**src/ddpi_pkg.sv**
```systemverilog
// shared types and constants for the differential drive pi pwm controller
package ddpi_pkg;

    localparam int CFG_W     = 32;
    localparam int CFG_IDX_W = 3;
    localparam int ACC_W     = 52;
    localparam int MAG_W     = 40;

    localparam logic [CFG_IDX_W-1:0] REG_SPEED_PER_COUNT = 3'd0;
    localparam logic [CFG_IDX_W-1:0] REG_TICK_PERIOD     = 3'd1;
    localparam logic [CFG_IDX_W-1:0] REG_PROP_GAIN       = 3'd2;
    localparam logic [CFG_IDX_W-1:0] REG_INTEG_GAIN      = 3'd3;
    localparam logic [CFG_IDX_W-1:0] REG_EMF_GAIN        = 3'd4;
    localparam logic [CFG_IDX_W-1:0] REG_FRICTION_OFFSET = 3'd5;
    localparam logic [CFG_IDX_W-1:0] REG_PWM_PER_VOLT    = 3'd6;

    localparam logic [23:0] RST_SPEED_PER_COUNT = 24'd10294;
    localparam logic [15:0] RST_TICK_PERIOD     = 16'd6554;
    localparam logic [31:0] RST_PROP_GAIN       = 32'd873791488;
    localparam logic [31:0] RST_INTEG_GAIN      = 32'd8738;
    localparam logic [31:0] RST_EMF_GAIN        = 32'd10192;
    localparam logic [19:0] RST_FRICTION_OFFSET = 20'd11141;
    localparam logic [23:0] RST_PWM_PER_VOLT    = 24'd1985939;

    localparam logic [6:0]  PWM_LIMIT = 7'd100;
    localparam logic [31:0] S32_MAX   = 32'h7FFF_FFFF;
    localparam logic [31:0] S32_MIN   = 32'h8000_0000;

    typedef struct packed {
        logic [23:0] speed_per_count;
        logic [15:0] tick_period;
        logic [31:0] prop_gain;
        logic [31:0] integ_gain;
        logic [31:0] emf_gain;
        logic [19:0] friction_offset;
        logic [23:0] pwm_per_volt;
    } cfg_t;

endpackage

```
**src/ddpi_mul.sv**
```systemverilog
// shared 32x32 unsigned multiplier with registered product
module ddpi_mul (
    input  logic        clk,
    input  logic [31:0] a,
    input  logic [31:0] b,
    output logic [63:0] prod
);

    logic [63:0] prod_reg;

    always_ff @(posedge clk)
    begin
        prod_reg <= {32'd0, a} * {32'd0, b};
    end

    assign prod = prod_reg;

endmodule

```
**src/ddpi_core.sv**
```systemverilog
// sequencer and datapath: both wheels through one shared multiplier
module ddpi_core (
    input  logic                 clk,
    input  logic                 rst_n,
    input  ddpi_pkg::cfg_t       cfg,
    input  logic                 start,
    input  logic [31:0]          count_left,
    input  logic [31:0]          count_right,
    input  logic [31:0]          target_left,
    input  logic [31:0]          target_right,
    input  logic                 ack,
    output logic                 busy,
    output logic                 done,
    output logic [7:0]           pwm_left,
    output logic [7:0]           pwm_right,
    output logic [31:0]          speed_left,
    output logic [31:0]          speed_right
);

    import ddpi_pkg::*;

    typedef enum logic [4:0] {
        S_IDLE,
        S_DIFF,
        S_WAIT,
        S_SPEED,
        S_ERR,
        S_TICK,
        S_INTEG,
        S_PROP,
        S_KI,
        S_KB,
        S_FRIC,
        S_MAG,
        S_PLO,
        S_PHI,
        S_PWM,
        S_DONE
    } state_t;

    state_t      state_reg, state_next;
    state_t      ret_reg, ret_next;
    logic        wheel_reg;
    logic [31:0] last_reg [2];
    logic [31:0] integ_reg [2];
    logic [7:0]  pwm_reg [2];
    logic [31:0] spd_reg [2];

    // datapath registers
    logic [31:0]      cnt_l_reg, cnt_r_reg, tgt_l_reg, tgt_r_reg;
    logic [31:0]      op_a_reg, op_b_reg;
    logic             neg_reg;
    logic [31:0]      speed_reg;
    logic [31:0]      err_reg;
    logic [ACC_W-1:0] acc_reg;
    logic [MAG_W-1:0] mag_reg;
    logic             vneg_reg;
    logic [31:0]      pacc_reg;

    logic [63:0] prod;

    ddpi_mul u_mul (
        .clk  (clk),
        .a    (op_a_reg),
        .b    (op_b_reg),
        .prod (prod)
    );

    logic [31:0]       cnt_sel, tgt_sel, diff, diff_mag;
    logic [31:0]       speed_sat, err_sat, err_mag, integ_sat, integ_mag, speed_mag;
    logic signed [32:0] err_wide;
    logic [33:0]       step, integ_sum;
    logic [ACC_W-1:0]  term, acc_fric, acc_abs;
    logic [MAG_W-1:0]  mag_clamp;
    logic [32:0]       psum;
    logic [6:0]        pmag;
    logic [7:0]        pwm_val;

    always_comb
    begin
        cnt_sel  = wheel_reg ? cnt_r_reg : cnt_l_reg;
        tgt_sel  = wheel_reg ? tgt_r_reg : tgt_l_reg;
        diff     = cnt_sel - last_reg[wheel_reg];
        diff_mag = diff[31] ? 32'd0 - diff : diff;

        // signed speed from |diff| * scale
        if (!neg_reg)
            speed_sat = (prod > {32'd0, S32_MAX}) ? S32_MAX : prod[31:0];
        else
            speed_sat = (prod > {32'd0, S32_MIN}) ? S32_MIN : 32'd0 - prod[31:0];

        err_wide = $signed({tgt_sel[31], tgt_sel}) - $signed({speed_reg[31], speed_reg});
        if (err_wide[32] != err_wide[31])
            err_sat = err_wide[32] ? S32_MIN : S32_MAX;
        else
            err_sat = err_wide[31:0];
        err_mag = err_reg[31] ? 32'd0 - err_reg : err_reg;

        step      = neg_reg ? 34'd0 - {2'b00, prod[47:16]} : {2'b00, prod[47:16]};
        integ_sum = {{2{integ_reg[wheel_reg][31]}}, integ_reg[wheel_reg]} + step;
        if (integ_sum[33:31] != 3'b000 && integ_sum[33:31] != 3'b111)
            integ_sat = integ_sum[33] ? S32_MIN : S32_MAX;
        else
            integ_sat = integ_sum[31:0];
        integ_mag = integ_reg[wheel_reg][31] ? 32'd0 - integ_reg[wheel_reg]
                                             : integ_reg[wheel_reg];
        speed_mag = speed_reg[31] ? 32'd0 - speed_reg : speed_reg;

        // truncated-toward-zero q16.16 term
        term = neg_reg ? {ACC_W{1'b0}} - {4'd0, prod[63:16]} : {4'd0, prod[63:16]};

        if (acc_reg[ACC_W-1])
            acc_fric = acc_reg - {{(ACC_W-20){1'b0}}, cfg.friction_offset};
        else if (|acc_reg)
            acc_fric = acc_reg + {{(ACC_W-20){1'b0}}, cfg.friction_offset};
        else
            acc_fric = acc_reg;

        acc_abs   = acc_reg[ACC_W-1] ? {ACC_W{1'b0}} - acc_reg : acc_reg;
        mag_clamp = (|acc_abs[ACC_W-1:MAG_W]) ? {MAG_W{1'b1}} : acc_abs[MAG_W-1:0];

        // high part of mag times scale lands whole above bit 32
        psum    = {1'b0, prod[31:0]} + {1'b0, pacc_reg};
        pmag    = (psum > {26'd0, PWM_LIMIT}) ? PWM_LIMIT : psum[6:0];
        pwm_val = vneg_reg ? 8'd0 - {1'b0, pmag} : {1'b0, pmag};
    end

    always_comb
    begin
        state_next = state_reg;
        ret_next   = ret_reg;
        case (state_reg)
            S_IDLE:  if (start) state_next = S_DIFF;
            S_DIFF:  begin state_next = S_WAIT; ret_next = S_SPEED; end
            S_WAIT:  state_next = ret_reg;
            S_SPEED: state_next = S_ERR;
            S_ERR:   state_next = S_TICK;
            S_TICK:  begin state_next = S_WAIT; ret_next = S_INTEG; end
            S_INTEG: begin state_next = S_WAIT; ret_next = S_PROP; end
            S_PROP:  begin state_next = S_WAIT; ret_next = S_KI; end
            S_KI:    begin state_next = S_WAIT; ret_next = S_KB; end
            S_KB:    state_next = S_FRIC;
            S_FRIC:  state_next = S_MAG;
            S_MAG:   state_next = S_PLO;
            S_PLO:   begin state_next = S_WAIT; ret_next = S_PHI; end
            S_PHI:   begin state_next = S_WAIT; ret_next = S_PWM; end
            S_PWM:   state_next = wheel_reg ? S_DONE : S_DIFF;
            S_DONE:  if (ack) state_next = S_IDLE;
            default: state_next = S_IDLE;
        endcase
    end

    always_ff @(posedge clk or negedge rst_n)
    begin
        if (!rst_n)
        begin
            state_reg    <= S_IDLE;
            ret_reg      <= S_IDLE;
            wheel_reg    <= 1'b0;
            last_reg[0]  <= 32'd0;
            last_reg[1]  <= 32'd0;
            integ_reg[0] <= 32'd0;
            integ_reg[1] <= 32'd0;
            pwm_reg[0]   <= 8'd0;
            pwm_reg[1]   <= 8'd0;
            spd_reg[0]   <= 32'd0;
            spd_reg[1]   <= 32'd0;
        end
        else
        begin
            state_reg <= state_next;
            ret_reg   <= ret_next;
            case (state_reg)
                S_IDLE:  wheel_reg <= 1'b0;
                S_DIFF:  last_reg[wheel_reg] <= cnt_sel;
                S_INTEG: integ_reg[wheel_reg] <= integ_sat;
                S_PWM:
                begin
                    pwm_reg[wheel_reg] <= pwm_val;
                    spd_reg[wheel_reg] <= speed_reg;
                    wheel_reg          <= 1'b1;
                end
                default: ;
            endcase
        end
    end

    always_ff @(posedge clk)
    begin
        case (state_reg)
            S_IDLE:
            begin
                cnt_l_reg <= count_left;
                cnt_r_reg <= count_right;
                tgt_l_reg <= target_left;
                tgt_r_reg <= target_right;
            end
            S_DIFF:
            begin
                op_a_reg <= diff_mag;
                op_b_reg <= {8'd0, cfg.speed_per_count};
                neg_reg  <= diff[31];
            end
            S_SPEED: speed_reg <= speed_sat;
            S_ERR:   err_reg <= err_sat;
            S_TICK:
            begin
                op_a_reg <= err_mag;
                op_b_reg <= {16'd0, cfg.tick_period};
                neg_reg  <= err_reg[31];
            end
            S_INTEG:
            begin
                op_a_reg <= err_mag;
                op_b_reg <= cfg.prop_gain;
            end
            S_PROP:
            begin
                acc_reg  <= term;
                op_a_reg <= integ_mag;
                op_b_reg <= cfg.integ_gain;
                neg_reg  <= integ_reg[wheel_reg][31];
            end
            S_KI:
            begin
                acc_reg  <= acc_reg + term;
                op_a_reg <= speed_mag;
                op_b_reg <= cfg.emf_gain;
                neg_reg  <= speed_reg[31];
            end
            S_KB:    acc_reg <= acc_reg + term;
            S_FRIC:  acc_reg <= acc_fric;
            S_MAG:
            begin
                mag_reg  <= mag_clamp;
                vneg_reg <= acc_reg[ACC_W-1];
            end
            S_PLO:
            begin
                op_a_reg <= mag_reg[31:0];
                op_b_reg <= {8'd0, cfg.pwm_per_volt};
            end
            S_PHI:
            begin
                pacc_reg <= prod[63:32];
                op_a_reg <= {{(64-MAG_W){1'b0}}, mag_reg[MAG_W-1:32]};
            end
            default: ;
        endcase
    end

    assign busy        = (state_reg != S_IDLE);
    assign done        = (state_reg == S_DONE);
    assign pwm_left    = pwm_reg[0];
    assign pwm_right   = pwm_reg[1];
    assign speed_left  = spd_reg[0];
    assign speed_right = spd_reg[1];

endmodule

```
**src/diff_drive_pi_pwm_control_unit.sv**
```systemverilog
// top level: configuration registers, request handshake and result register
//
// Two-wheel pi speed controller. One request per control tick carries the
// encoder count and the target speed of both wheels; one result carries the
// pwm duty (-100..100) and the measured speed of both wheels.
// Input channel: in_valid / in_stall, request taken when in_valid && !in_stall.
// Output channel: out_valid / out_stall, result taken when out_valid && !out_stall.
// A request runs through one shared 32x32 multiplier under a sequencer, one
// wheel after the other; a new request is not taken until the sequencer is
// back in idle. The multiplier and its wait states set the pace: seven products
// per wheel, each followed by a wait state. in_stall is high while a request
// is in work. A finished result waits in the output register; a new request
// may be taken while it waits, and the following result is held inside until
// the output register is free. Configuration is to be written through cfg_we /
// cfg_index / cfg_data while idle; the user must keep to this, as the block
// does not enforce it. Reset clears the stored counts and error integrals and
// restores register defaults; the first tick measures its count difference
// against zero.
module diff_drive_pi_pwm_control_unit (
    input  logic                                clk,
    input  logic                                rst_n,
    input  logic                                cfg_we,
    input  logic [ddpi_pkg::CFG_IDX_W-1:0]      cfg_index,
    input  logic [ddpi_pkg::CFG_W-1:0]          cfg_data,
    input  logic                                in_valid,
    output logic                                in_stall,
    input  logic signed [31:0]                  count_left,
    input  logic signed [31:0]                  count_right,
    input  logic signed [31:0]                  target_left,
    input  logic signed [31:0]                  target_right,
    output logic                                out_valid,
    input  logic                                out_stall,
    output logic signed [7:0]                   pwm_left,
    output logic signed [7:0]                   pwm_right,
    output logic signed [31:0]                  speed_left,
    output logic signed [31:0]                  speed_right
);

    import ddpi_pkg::*;

    cfg_t cfg_reg;

    always_ff @(posedge clk or negedge rst_n)
    begin
        if (!rst_n)
        begin
            cfg_reg.speed_per_count <= RST_SPEED_PER_COUNT;
            cfg_reg.tick_period     <= RST_TICK_PERIOD;
            cfg_reg.prop_gain       <= RST_PROP_GAIN;
            cfg_reg.integ_gain      <= RST_INTEG_GAIN;
            cfg_reg.emf_gain        <= RST_EMF_GAIN;
            cfg_reg.friction_offset <= RST_FRICTION_OFFSET;
            cfg_reg.pwm_per_volt    <= RST_PWM_PER_VOLT;
        end
        else if (cfg_we)
        begin
            case (cfg_index)
                REG_SPEED_PER_COUNT: cfg_reg.speed_per_count <= cfg_data[23:0];
                REG_TICK_PERIOD:     cfg_reg.tick_period     <= cfg_data[15:0];
                REG_PROP_GAIN:       cfg_reg.prop_gain       <= cfg_data;
                REG_INTEG_GAIN:      cfg_reg.integ_gain      <= cfg_data;
                REG_EMF_GAIN:        cfg_reg.emf_gain        <= cfg_data;
                REG_FRICTION_OFFSET: cfg_reg.friction_offset <= cfg_data[19:0];
                REG_PWM_PER_VOLT:    cfg_reg.pwm_per_volt    <= cfg_data[23:0];
                default: ;
            endcase
        end
    end

    logic        core_busy, core_done, core_ack;
    logic [7:0]  core_pwm_l, core_pwm_r;
    logic [31:0] core_spd_l, core_spd_r;

    ddpi_core u_core (
        .clk          (clk),
        .rst_n        (rst_n),
        .cfg          (cfg_reg),
        .start        (in_valid && !core_busy),
        .count_left   (count_left),
        .count_right  (count_right),
        .target_left  (target_left),
        .target_right (target_right),
        .ack          (core_ack),
        .busy         (core_busy),
        .done         (core_done),
        .pwm_left     (core_pwm_l),
        .pwm_right    (core_pwm_r),
        .speed_left   (core_spd_l),
        .speed_right  (core_spd_r)
    );

    logic        out_valid_reg;
    logic [7:0]  pwm_l_reg, pwm_r_reg;
    logic [31:0] spd_l_reg, spd_r_reg;

    // result moves on when the output register is empty or being drained
    assign core_ack = core_done && (!out_valid_reg || !out_stall);

    always_ff @(posedge clk or negedge rst_n)
    begin
        if (!rst_n)
            out_valid_reg <= 1'b0;
        else if (core_ack)
            out_valid_reg <= 1'b1;
        else if (!out_stall)
            out_valid_reg <= 1'b0;
    end

    always_ff @(posedge clk)
    begin
        if (core_ack)
        begin
            pwm_l_reg <= core_pwm_l;
            pwm_r_reg <= core_pwm_r;
            spd_l_reg <= core_spd_l;
            spd_r_reg <= core_spd_r;
        end
    end

    assign in_stall    = core_busy;
    assign out_valid   = out_valid_reg;
    assign pwm_left    = pwm_l_reg;
    assign pwm_right   = pwm_r_reg;
    assign speed_left  = spd_l_reg;
    assign speed_right = spd_r_reg;

    a_busy_after_request: assert property (@(posedge clk) disable iff (!rst_n)
        (in_valid && !in_stall) |=> in_stall)
        else $error("sequencer not busy after a request was taken");

    a_result_from_core: assert property (@(posedge clk) disable iff (!rst_n)
        $rose(out_valid) |-> $past(core_done))
        else $error("result appeared without a finished computation");

    a_pwm_range: assert property (@(posedge clk) disable iff (!rst_n)
        out_valid |-> (pwm_left <= 8'sd100) && (pwm_left >= -8'sd100)
                   && (pwm_right <= 8'sd100) && (pwm_right >= -8'sd100))
        else $error("pwm duty outside saturation limits");

endmodule
```
**config.mk**
```make
export PLATFORM = sky130hd
export DESIGN_NAME = diff_drive_pi_pwm_control_unit
export DESIGN_NICKNAME = d
export VERILOG_FILES = /design/src/ddpi_pkg.sv /design/src/ddpi_mul.sv /design/src/ddpi_core.sv /design/src/diff_drive_pi_pwm_control_unit.sv
export SDC_FILE = /design/constraint.sdc
export NUM_CORES = 2
export LEC_CHECK = 0
export BUFFER_PORTS_ARGS = -buffer_cell sky130_fd_sc_hd__buf_2
export CAP_MARGIN = 0
export CORE_UTILIZATION = 59
export DETAILED_ROUTE_END_ITERATION = 6
export PLACE_DENSITY = 0.79
export SLEW_MARGIN = 20
export SYNTH_ARGS = -nofsm -noshare
export SYNTH_HDL_FRONTEND = slang
export SYNTH_SLANG_ARGS = --single-unit
```
**constraint.sdc**
```tcl
create_clock -name clk -period 8 [get_ports clk]
set_clock_uncertainty 0.15 [all_clocks]
set_input_delay 0.4 -clock clk [delete_from_list [all_inputs] [get_ports clk]]
set_output_delay 0.4 -clock clk [all_outputs]
set_load 0.02 [all_outputs]
```
* Word level (Yosys, flattened, before mapping)
Cells that the tools add are included.
** Operators by class
- Add/subtract/negate cells :: 16
- $mul :: 1
- $lt $le $gt $ge :: 5
- Eq/ne operators :: 27
- Multiplexer cells :: 46
- Bitwise gates (word level) :: 1
- Reduce and logical (&&, ||, !) cells :: 32
** Operator list (number)
- $mux 32 :: 20
- $pmux 32 s6 :: 2
- $mux 52 :: 4
- $bwmux 64 :: 3
- $sub 1x32->32 const A :: 5
- $pmux 52 s3 :: 1
- $gt 64x31->1 const B :: 1
- $gt 64x32->1 const B :: 1
- $mul 32x32->64 :: 1
- $add 52x20->52 :: 1
- $add 52x52->52 :: 1
- $reduce_or 52->1 :: 1
- $sub 1x52->52 const A :: 1
- $sub 52x20->52 :: 1
- $pmux 5 s10 :: 1
- $sub 1x48->49 const A :: 1
- $eq 5x4->1 const B :: 8
- $pmux 5 s7 :: 1
- $add 34x34->34 :: 1
- $mux 34 :: 1
- $add 32x32->33 :: 1
- $gt 33x7->1 const B :: 1
- $sub 1x32->33 const A :: 1
- $sub 32x32->33 :: 1
- other kinds (40) :: 68
** Storage, ports and cells
- Register bits :: 926
- Bits of input ports :: 168
- Output and inout port bits :: 82
- Logic and storage cells :: 166

* Depth between registers and ports, before layout
- Depth after elaboration :: 9
- Mapped depth :: 30
- Mapped depth without buffers :: 29

* Hierarchy
A second synthesis with hierarchy kept.
** Unflattened totals
- Cell total of the unflattened synthesis :: 8781
- Area, all modules :: 86506.7 sq um
** By module, submodules not included
- ddpi_core :: times used 1, cells each 4556, area each 42343.1 sq um, seq. area each 16901.2 sq um
- ddpi_mul :: times used 1, cells each 3754, area each 34590.7 sq um, seq. area each 1281.2 sq um
- diff_drive_pi_pwm_control_unit :: times used 1, cells each 471, area each 9572.9 sq um, seq. area each 6993.0 sq um

* Worst setup path after synthesis
OpenSTA, ideal clock, no wires.
- Path type :: register to register
- From :: register u_core.op_a_reg[18]
- To :: register u_core.u_mul.prod_reg[63] (netlist: u_core.u_mul.prod[63])
- Library setup time :: 0.072 ns
- Data arrival time :: 7.733 ns
- Required time :: 7.778 ns
- Slack :: 0.045 ns
- Cell stages (with the launch flop) :: 27
- Buffers on the path :: 1
- Clock period less this slack :: 7.955 ns
- Cell sequence :: edfxtp_1 > clkbuf_1 > and2_1 > fa_1 > fa_1 > inv_1 > fa_1 > fa_1 > inv_1 > fa_1 > fa_1 > fa_1 > inv_1 > fa_1 > inv_1 > ha_1 > a21oi_1 > o21ai_0 > a211oi_1 > o221ai_1 > o311ai_0 > nor4b_1 > o21bai_1 > a31o_2 > a221o_1 > a21oi_1 > xnor2_1
** On the way
- Word-level cells in the longest chain between the ends :: 1
** RTL lines
- start: declaration :: line ddpi_core.sv:51 : logic [31:0] op_a_reg, op_b_reg;
- start signal: assignment :: line ddpi_core.sv:200 : op_a_reg <= diff_mag;
- start signal: assignment :: line ddpi_core.sv:208 : op_a_reg <= err_mag;
- start signal: assignment :: line ddpi_core.sv:214 : op_a_reg <= err_mag;
- $mul 32x32->64 :: line ddpi_mul.sv:13 : prod_reg <= {32'd0, a} * {32'd0, b};
- end signal: assignment :: line ddpi_mul.sv:13
- end: declaration :: line ddpi_mul.sv:9 : logic [63:0] prod_reg;
No other way between the ends.
A chain may end at the register's enable or synchronous reset.

* Worst setup path in the final report
- From :: register u_core.op_a_reg[8]
- To :: register u_core.u_mul.prod_reg[61] (netlist: u_core.u_mul.prod[61])
The elaborated chain is that of the path after synthesis.

==> run summary <==
The flow ran to the end, but the final reports show violations. The final reports fail on design-rule violations, negative setup slack. Summed over all layers, the global routing overflow is 0. In this run, the number of DRC markers left after iteration 0 of detailed routing was 7729.

The flip-flop count of the largest register, all copies and words added came out at 180. The worst setup path is of the flip-flop to flip-flop kind. The post-route fraction of the period consumed by the critical path came out at 101.3%.

For this run, design rule violations remaining after detail routing come to 10. Setup violations remaining at the end of the flow were counted as 4. For this design the top-level I/O count stands at 250.

The critical path contains buffers and inverters numbering 6 combined. The clock latency on the worst-skew pair is 0.78 ns. The post-synthesis sequential area ratio came out at a little under 30%. The number of cell rows came out at 140.

The fraction of registers with async set/reset came out at 43.07%. Relative to the synthesized area, the layout overhead comes to 14.73%. The slew at the pin closest to its max-slew limit came out at 1.230 ns. The clock tree synthesis step divided the H-tree into 3 levels. The total area inside the core boundary comes to 145700 um^2.

Synthesis produced a netlist whose cell count is 8885. The arrival time of the worst setup path is between 8 and 9 ns. The mean post-synth cell area came out at 9.762 um^2.

The maximum clock path buffer count is 3. Summed over all layers, the routed wires come to approximately 280 mm. At the end of the flow the core is filled with cells to a little under 70%. The layout has about 11000 filler cells. The first global-routing pass estimated 421.3 mm of wire.

TritonCTS built the clock tree. For the worst setup path, the data required time is approximately 8.4 ns. The number of nets in the synthesized netlist is approximately 10000.

Clock-pin slew was measured on the worst setup and hold paths at 0.06 ns. STA classifies the critical path startpoint as a flip-flop. The most numerous cell type found on the critical path is sky130_fd_sc_hd__fa_1. Clock tree synthesis found a total of 924 sinks. The congestion estimate from routability-driven global placement came to 1.042. Yosys printed 0 warnings.

The initial antenna violation count is 21. In this run, CTS created clock tree buffers numbering 100. The min-delay analysis places its worst path in the category input pin to flip-flop. The top cell types in the final layout, fill and taps aside, are 1066 x sky130_fd_sc_hd__inv_1, 922 x sky130_fd_sc_hd__nand2_1, 863 x sky130_fd_sc_hd__fa_1, 619 x sky130_fd_sc_hd__and2_1, 462 x sky130_fd_sc_hd__edfxtp_1. The slowest stage of the critical path is the sky130_fd_sc_hd__fa_1 cell. From bottom edge to top edge, the die measures slightly below 400 um. The fraction of final layout cells sized beyond drive strength 1 is 15.93%. The routed layout has between 70000 and 80000 vias.

The number of max-cap violations came out at 0. The number of routed nets with antenna violations came out at 0. The number of global-route vias before repair came out at 72050. Derived from the worst setup path, the maximum achievable clock frequency is 123.4 MHz. The overall die width is 385.4 um.

STA classifies the critical path endpoint as a flip-flop. The die footprint came out at 148500 um^2. The effective utilization at floorplan is 59.51%. The pin count of the biggest net entering global routing is 179. The total of flip-flops plus latches after synthesis is ~900. The post-DP HPWL came out at between 200 and 250 mm. The aggregate global-route resource usage is between 30% and 40%.

The final net count is ~11000. During placement, the flow inserted port buffers numbering 249. The most frequent standard cell in the layout excluding fill and tap cells is sky130_fd_sc_hd__inv_1. The post-detailed-route wirelength per cell is 24.04 um. The kind of cell with the highest combined delay on the critical path is adder cells. The largest fanout on the critical path is 5.

The stage delay of the slowest cell on the critical path is 0.59 ns. The number of enable flip-flop cells after synthesis came out at between 400 and 500. The number of max-slew violations in the final report is 0. The relative slew slack came out at between 10% and 20%. Clock tree synthesis selected as its root buffer the cell sky130_fd_sc_hd__clkbuf_16. Summing every instance area after synthesis gives 86740 um^2. Subtracting the final worst setup slack from the clock period gives 8.107 ns. The first detailed-routing pass ran for 7 iterations. The most instantiated flip-flop cell in the synthesis netlist is sky130_fd_sc_hd__edfxtp_1. Synthesis instantiated 98 different standard cells from the library.

The worst path setup slack after routing is -0.1070 ns. Setup repair after global routing could not meet its margin everywhere. Using the TritonRoute via totals, the vias-per-cell ratio works out to a little over 6. The final number of hold-violating endpoints came out at 0.
==> logic make-up (layout without fill, tap and decap cells) <==
family / Yosys count / in the layout / synth area share [%]
fa+ha+maj: 1394 / 1394 / 27.92
flops: 924 / 924 / 29.03
simple gates: 2539 / 2539 / 14.66
xor+xnor: 459 / 459 / 4.635
other cells: 0 / 10 / 0
compound gates: 1652 / 1652 / 12.31
mux: 371 / 371 / 4.694
buf+inv: 1546 / 2199 / 6.747
==> per-layer routing <==
layer	up-vias	global-route usage (%)	share of wire [%]	wire length, um
li1	31040	-	-	-
met1	35370	49.87	39	108500
met2	3578	57.13	45	124500
met3	845	8.794	10	28020
met4	18	17.59	5.3	14630
met5	-	0	0.032	89
==> final cells by class <==
cell class	count	area [um^2]	area share [%]
Multi-Input combinational cell	6415	56770	57.05
Clock buffer	145	2867	2.880
Sequential cell	924	25180	25.30
Timing Repair Buffer	920	7575	7.612
Tap cell	1917	2399	2.410
Clock inverter	44	604.3	0.6073
Antenna cell	10	25.02	0.02515
Inverter	1090	4094	4.114
==> per-stage QoR <==
stage               setup TNS, ns  setup WS (ns)  instance area [um^2]  cells  hold WS (ns)
detailed placement         -4.144        -0.5015                 92700  11040        0.2811
CTS                       -0.1046       -0.03564                 99000  11440     0.0009251
floorplan                       0        0.04472                 86740   8885      -0.04559
global route               -1.942        -0.2912                 99500  11460       0.04974
finish                    -0.2475        -0.1070                 99520  11470       0.04590
global placement           -2.617        -0.4141                 92680  11040        0.2803
==> synthesized netlist by cell type (56+ instances only) <==
master,number,area share (%)
sky130_fd_sc_hd__nand2_1,926,4.0
sky130_fd_sc_hd__mux2_2,286,3.7
sky130_fd_sc_hd__dfrtp_1,349,10
sky130_fd_sc_hd__nand4_1,58,0.42
sky130_fd_sc_hd__nand2b_1,70,0.50
sky130_fd_sc_hd__o21ai_0,447,2.6
sky130_fd_sc_hd__a21oi_1,393,2.3
sky130_fd_sc_hd__a21o_1,139,1.2
sky130_fd_sc_hd__inv_1,1087,4.7
sky130_fd_sc_hd__and2_1,631,4.6
sky130_fd_sc_hd__edfxtp_1,462,16
sky130_fd_sc_hd__xor2_1,174,1.8
sky130_fd_sc_hd__ha_1,490,7.1
sky130_fd_sc_hd__nand3_1,102,0.59
sky130_fd_sc_hd__dfxtp_1,64,1.5
sky130_fd_sc_hd__nor2_1,343,1.5
sky130_fd_sc_hd__mux2i_1,85,0.98
sky130_fd_sc_hd__xnor2_1,285,2.9
sky130_fd_sc_hd__a31oi_1,62,0.45
sky130_fd_sc_hd__clkbuf_1,423,1.8
sky130_fd_sc_hd__a22oi_1,65,0.56
sky130_fd_sc_hd__fa_1,903,21
sky130_fd_sc_hd__o31ai_1,56,0.48
sky130_fd_sc_hd__nor3_1,108,0.62
==> worst register-to-register path: cells and delay by family (launching register included) <==
| family | cells | cell delay [ns] |
|---|---|---|
| flops | 1 | 0.44 |
| compound gates | 8 | 1.55 |
| fa+ha+maj | 9 | 4.33 |
| buf+inv | 6 | 0.83 |
| xor+xnor | 1 | 0.14 |
| simple gates | 3 | 0.52 |
==> worst paths after layout <==
check,startpoint,endpoint,slack (ns),cells past startpoint
max,u_core.op_a_reg[8],u_core.u_mul.prod[61],-0.11,27
max reg2reg,u_core.op_a_reg[8],u_core.u_mul.prod[61],-0.11,27
min in group asynchronous,rst_n,u_core.last_reg[47],0.09,2
max in group asynchronous,rst_n,cfg_reg[107],6.02,3
min reg2reg,u_core.speed_left[1],speed_left[1],0.25,0
min,cfg_index[2],cfg_reg[64],0.05,4
==> repair_timing <==
item                                    4_1_cts  5_1_grt
hold buffers                                165        0
buffers inserted                             46       13
gates cloned                                  6        1
pin swaps                                   100       62
hold endpoints to repair                    404        0
endpoints found under the setup margin       17       22
gates resized for setup                     142       80
Power is not shown: default switching activity piles up to over one toggle a cycle in this logic, so the estimate is an artifact.
